[config.mk]
export PLATFORM = sky130hd
export DESIGN_NAME = sfd_ctrl
export DESIGN_NICKNAME = d
export VERILOG_FILES = /design/src/sv/sfd_pkg.sv /design/src/sv/sfd_ctrl.sv
export SDC_FILE = /design/constraint.sdc
export NUM_CORES = 1
export LEC_CHECK = 0
export BUFFER_PORTS_ARGS = -buffer_cell sky130_fd_sc_hd__buf_2
export CAP_MARGIN = 20
export CORE_AREA = 2 2 39 41
export DETAILED_ROUTE_END_ITERATION = 7
export DIE_AREA = 0 0 41 43
export GPL_ROUTABILITY_DRIVEN = 0
export PLACE_DENSITY_LB_ADDON = 0.15
export RECOVER_POWER = 100
export SLEW_MARGIN = 20
export SYNTH_ARGS = -nofsm -noshare
export SYNTH_HDL_FRONTEND = slang
export SYNTH_SLANG_ARGS = --single-unit
[constraint.sdc]
create_clock -name clk -period 1.7 [get_ports clk]
set_clock_uncertainty 0.05 [all_clocks]
set_input_delay 0.255 -clock clk [delete_from_list [all_inputs] [get_ports clk]]
set_output_delay 0.255 -clock clk [all_outputs]
set_load 0.01 [all_outputs]
[src/sv/sfd_pkg.sv]
// package: shared types and constants of the stereo feedback delay
package sfd_pkg;

	localparam int MAX_DELAY_DEF   = 131072;
	localparam int SAMPLE_BITS_DEF = 16;
	localparam int DELAY_W         = 17;
	localparam int CFG_IDX_W       = 3;
	localparam int CFG_DATA_W      = 17;
	localparam logic [14:0] FB_CAP = 15'd31129;

	localparam logic [CFG_IDX_W-1:0] REG_DELAY_L = 3'd0;
	localparam logic [CFG_IDX_W-1:0] REG_DELAY_R = 3'd1;
	localparam logic [CFG_IDX_W-1:0] REG_FB_GAIN = 3'd2;
	localparam logic [CFG_IDX_W-1:0] REG_DAMPING = 3'd3;
	localparam logic [CFG_IDX_W-1:0] REG_WET     = 3'd4;
	localparam logic [CFG_IDX_W-1:0] REG_DRY     = 3'd5;
	localparam logic [CFG_IDX_W-1:0] REG_MODE    = 3'd6;

	typedef enum logic [3:0] {
		ST_CLEAR, ST_IDLE, ST_READ, ST_DAMP, ST_DSTO, ST_FB, ST_FBSTO,
		ST_FBG, ST_WR, ST_OUTD, ST_OUTW, ST_DONE
	} state_t;

	// controller to datapath
	typedef struct packed {
		logic capture;
		logic clr_wr;
		logic read;
		logic damp;
		logic damp_store;
		logic fb;
		logic fb_store;
		logic fb_gain;
		logic write;
		logic out_dry;
		logic out_wet;
		logic bypass;
	} cmd_t;

	// datapath to controller
	typedef struct packed {
		logic clear_done;
		logic enabled;
	} sts_t;

endpackage

[src/sv/sfd_ctrl.sv]
// controller: sequences one sample pair through the shared datapath
module sfd_ctrl (
	input  logic            clk,
	input  logic            arst_n,
	input  logic            in_valid,
	output logic            in_ready,
	output logic            out_valid,
	input  logic            out_ready,
	input  sfd_pkg::sts_t   sts,
	output sfd_pkg::cmd_t   cmd
);
	sfd_pkg::state_t state_q, state_nx;

	// next state
	always_comb begin
		state_nx = state_q;
		case (state_q)
			sfd_pkg::ST_CLEAR: if (sts.clear_done) state_nx = sfd_pkg::ST_IDLE;
			sfd_pkg::ST_IDLE: begin
				if (in_valid) state_nx = sts.enabled ? sfd_pkg::ST_READ : sfd_pkg::ST_DONE;
			end
			sfd_pkg::ST_READ:  state_nx = sfd_pkg::ST_DAMP;
			sfd_pkg::ST_DAMP:  state_nx = sfd_pkg::ST_DSTO;
			sfd_pkg::ST_DSTO:  state_nx = sfd_pkg::ST_FB;
			sfd_pkg::ST_FB:    state_nx = sfd_pkg::ST_FBSTO;
			sfd_pkg::ST_FBSTO: state_nx = sfd_pkg::ST_FBG;
			sfd_pkg::ST_FBG:   state_nx = sfd_pkg::ST_WR;
			sfd_pkg::ST_WR:    state_nx = sfd_pkg::ST_OUTD;
			sfd_pkg::ST_OUTD:  state_nx = sfd_pkg::ST_OUTW;
			sfd_pkg::ST_OUTW:  state_nx = sfd_pkg::ST_DONE;
			sfd_pkg::ST_DONE: begin
				if (out_ready) state_nx = sfd_pkg::ST_IDLE;
			end
			default: state_nx = sfd_pkg::ST_CLEAR;
		endcase
	end

	// outputs
	always_comb begin
		cmd        = '0;
		in_ready   = (state_q == sfd_pkg::ST_IDLE);
		out_valid  = (state_q == sfd_pkg::ST_DONE);
		cmd.capture    = in_ready && in_valid;
		cmd.bypass     = !sts.enabled;
		cmd.clr_wr     = (state_q == sfd_pkg::ST_CLEAR);
		cmd.read       = (state_q == sfd_pkg::ST_READ);
		cmd.damp       = (state_q == sfd_pkg::ST_DAMP);
		cmd.damp_store = (state_q == sfd_pkg::ST_DSTO);
		cmd.fb         = (state_q == sfd_pkg::ST_FB);
		cmd.fb_store   = (state_q == sfd_pkg::ST_FBSTO);
		cmd.fb_gain    = (state_q == sfd_pkg::ST_FBG);
		cmd.write      = (state_q == sfd_pkg::ST_WR);
		cmd.out_dry    = (state_q == sfd_pkg::ST_OUTD);
		cmd.out_wet    = (state_q == sfd_pkg::ST_OUTW);
	end

	always_ff @(posedge clk or negedge arst_n) begin
		if (!arst_n) state_q <= sfd_pkg::ST_CLEAR;
		else state_q <= state_nx;
	end

	// an accepted item moves the controller out of idle
	a_accept_work: assert property (@(posedge clk) disable iff (!arst_n)
		in_valid && in_ready |=> state_q != sfd_pkg::ST_IDLE)
		else $error("accepted item lost");
	a_no_accept_busy: assert property (@(posedge clk) disable iff (!arst_n)
		in_ready |-> !out_valid)
		else $error("accept while result pending");
	a_clear_first: assert property (@(posedge clk) disable iff (!arst_n)
		state_q == sfd_pkg::ST_CLEAR |-> !in_ready)
		else $error("accept during clear");
endmodule

==> run summary <==
status: complete, no violations
Placed Cells: 86
WS Path Type: register to primary output
total global-route track usage: 16.1%
PD cells: 1990 nW/um^2
CP peak stage delay: 0.39 ns
Worst setup SP type: register
TNS Setup: 0 ns
largest net degree at the start of global routing: 14
Max-Cap Viols: 0
Worst Reg-to-Reg Cells: 4
number of H-tree levels: 1
grt ovf: 0
initial core utilization: 27.6%
Largest register FFs: 4
# port buffers: 19
switching pwr: 0.536 mW
largest registers: state_q: 4 flops
Worst Path Required: 1.39 ns
Synth Area per Inst: 7.20 um^2
crit end category: primary output
Reg with most FFs: state_q
leakage power: 0.263 nW
fin. max-slew vios: 0
Final Hold Violating Endpoints: 0
Min Clock Period, post-route: 1.64 ns
WL final: 1210 um
worst hold path endpoint: state_q[3]$_DFFE_PN0P_
core area: 1380 um^2
crit-path leading delay family: simple AND/OR/NAND/NOR gates
mapped cell area: 382 um^2
sequential area share after synthesis: 26.2%
TritonCTS Buffers: 3
Die Span X: 41 um
Ys Warns: 0
Final setup viols: 0
total number of vias: 471
Post-Layout Cell Count: 90
Hold Path Depth: 2
internal power: 0.539 mW
Post-layout nets: 82
CTS tree: built
crit share post-route: 96.5%
worst path cell trace: buf_6, or2b_4, nor2_1, buf_2
DRC Markers: 0
VDD IR-drop max: 0.547 mV
Post-CTS Setup Inserts: 0
Logic pwr share: 66.6%
worst hold start: out_ready
first-pass GRT wire length: 1860 um
Via density: 5.23
worst r2r src: state_q[2]$_DFFE_PN0P_
Area Growth Syn to Fin: 41.3%
switch share: 49.9%
FF-to-FF End: state_q[0]$_DFFE_PN0P_
final total power: 1.07 mW
DR iter-0 viols: 5
number of global-route vias before repair: 449
Area after DPL: 484 um^2
worst path buffer plus inverter count: 2
cells after synthesis: 53
Num Clock Sinks: 4
Root Buffer: clkbuf_4
Clk pwr share: 11.5%
maximum clock rate: 0.610 GHz
share of layout cells above drive strength 1: 41.9%
post-DR wirelength/cell: 13.4 um
ANT cells: 0
FF-to-FF setup slack: 0.26 ns
Detailed Routing Iterations Pass 1: 4
slew margin rel.: 83.1%
chip height: 43 um
# rows: 14
IO Pins: 20
Worst path slowest cell: dfrtp_1
initial antenna violation count: 0
CTS max path bufs: 2
die area: 1760 um^2
HPWL after DPL: 868 um
unrepaired setup endpoints after global routing: yes
post-route cell area: 539 um^2
worst hold path type: input port to register
Worst-Margin Slew: 0.253 ns
Clock Pin Slew Worst Setup and Hold Paths: 0.04 ns
worst setup path start: state_q[3]$_DFFE_PN0P_
number of distinct library cells after synthesis: 26
Worst Path Arrival: 1.33 ns
CP Max Fanout: 9
Final ANT Viol Nets: 0
Worst-Skew Late Latency: 0.24 ns
Seq pwr share: 21.9%
Synth Net Count: 59
Yosys reg bits: 4
## stage by stage
stage               worst slack, ns  hold WS, ns  utilization (%)
floorplan                     0.173      -0.0906                -
global placement              0.238       0.0199             35.0
detailed placement            0.218       0.0230             35.0
CTS                          0.0257        0.191             37.5
global route                -0.0133        0.201             39.0
finish                       0.0602        0.198             39.0
## cell usage in the layout, fill, tap and decap left out, types with 2 or more instances in the layout
master / n
o21ai_0: 2
clkbuf_1: 2
nor2_1: 10
dfrtp_1: 2
nand2_1: 4
clkbuf_4: 3
buf_4: 2
buf_2: 17
nand2b_1: 2
a21oi_1: 2
dfrtp_2: 2
nor3_2: 2
inv_1: 3
o32ai_1: 2
nor3_1: 2
## repair_timing
item | 4_1_cts | 5_1_grt
hold buffers | 1 | 0
endpoints found under the hold margin | 4 | 0
endpoints found under the setup margin | 1 | 8
gates resized for setup | 1 | 7
## cells by family (layout without fill, tap and decap cells)
logic type | Yosys count | in the layout | synth area share (%)
xor+xnor | 1 | 1 | 2.30
buf+inv | 8 | 29 | 12.1
flops | 4 | 4 | 26.2
simple gates | 27 | 27 | 33.8
compound gates | 13 | 13 | 25.6
## worst max-delay path by stage
stage | endpoint | slack [ns] | depth (start not counted)
floorplan | cmd[11] | 0.17 | 5
global placement | state_q[0]$_DFFE_PN0P_ | 0.24 | 4
detailed placement | state_q[0]$_DFFE_PN0P_ | 0.22 | 4
CTS | cmd[3] | 0.03 | 4
global route | cmd[3] | -0.01 | 4
finish | cmd[2] | 0.06 | 4
## per-layer routing
metal / GRT usage (%) / up-vias / part of all wire [%]
li1: - / 230 / -
met1: 17.9 / 228 / 41
met2: 25.0 / 11 / 53
met3: 6.81 / 2 / 5.0
met4: 8.00 / 0 / 1.2
met5: 0 / - / 0
## cells in the mapped netlist, drive strengths merged
library cell / n / area [um^2]
a2bb2oi: 1 / 8.76
nor4: 1 / 6.26
or3: 1 / 6.26
a21oi: 2 / 10.0
dfrtp: 4 / 100
a31oi: 1 / 6.26
o21ai: 2 / 10.0
and2: 1 / 6.26
inv: 3 / 11.3
a221o: 1 / 10.0
nand2b: 2 / 12.5
nand2: 4 / 15.0
nor2: 11 / 41.3
buf: 3 / 27.5
nor3: 4 / 20.0
a221oi: 1 / 8.76
o31ai: 1 / 7.51
nand3b: 1 / 7.51
clkbuf: 2 / 7.51
xor2: 1 / 8.76
o2bb2ai: 1 / 8.76
or2: 1 / 6.26
o31a: 1 / 10.0
or2b: 1 / 7.51
o32ai: 2 / 17.5
## power by group through the flow
stage | clock network, mW | registers [mW] | logic, mW
CTS | 0.131 | 0.217 | 0.676
global placement | 0 | 0.218 | 0.677
detailed placement | 0 | 0.213 | 0.663
finish | 0.124 | 0.235 | 0.716
global route | 0.138 | 0.242 | 0.784
floorplan | 0 | 0.173 | 0.537
## final cells by class
class / count / area, um^2
clock buffer: 3 / 22.5
fill: 146 / 845
sequential: 4 / 103
inverter: 3 / 11.3
timing repair buffer: 23 / 129
tap: 16 / 20.0
multi-input combinational: 41 / 254
## worst register-to-register path, cell delays in order, from the launching register on
cell and delay, ns:
dfrtp_2 0.44, or2_4 0.28, or3_1 0.31, a21oi_1 0.14, o32ai_1 0.09
Note: power is estimated with default switching activity, not from simulation.
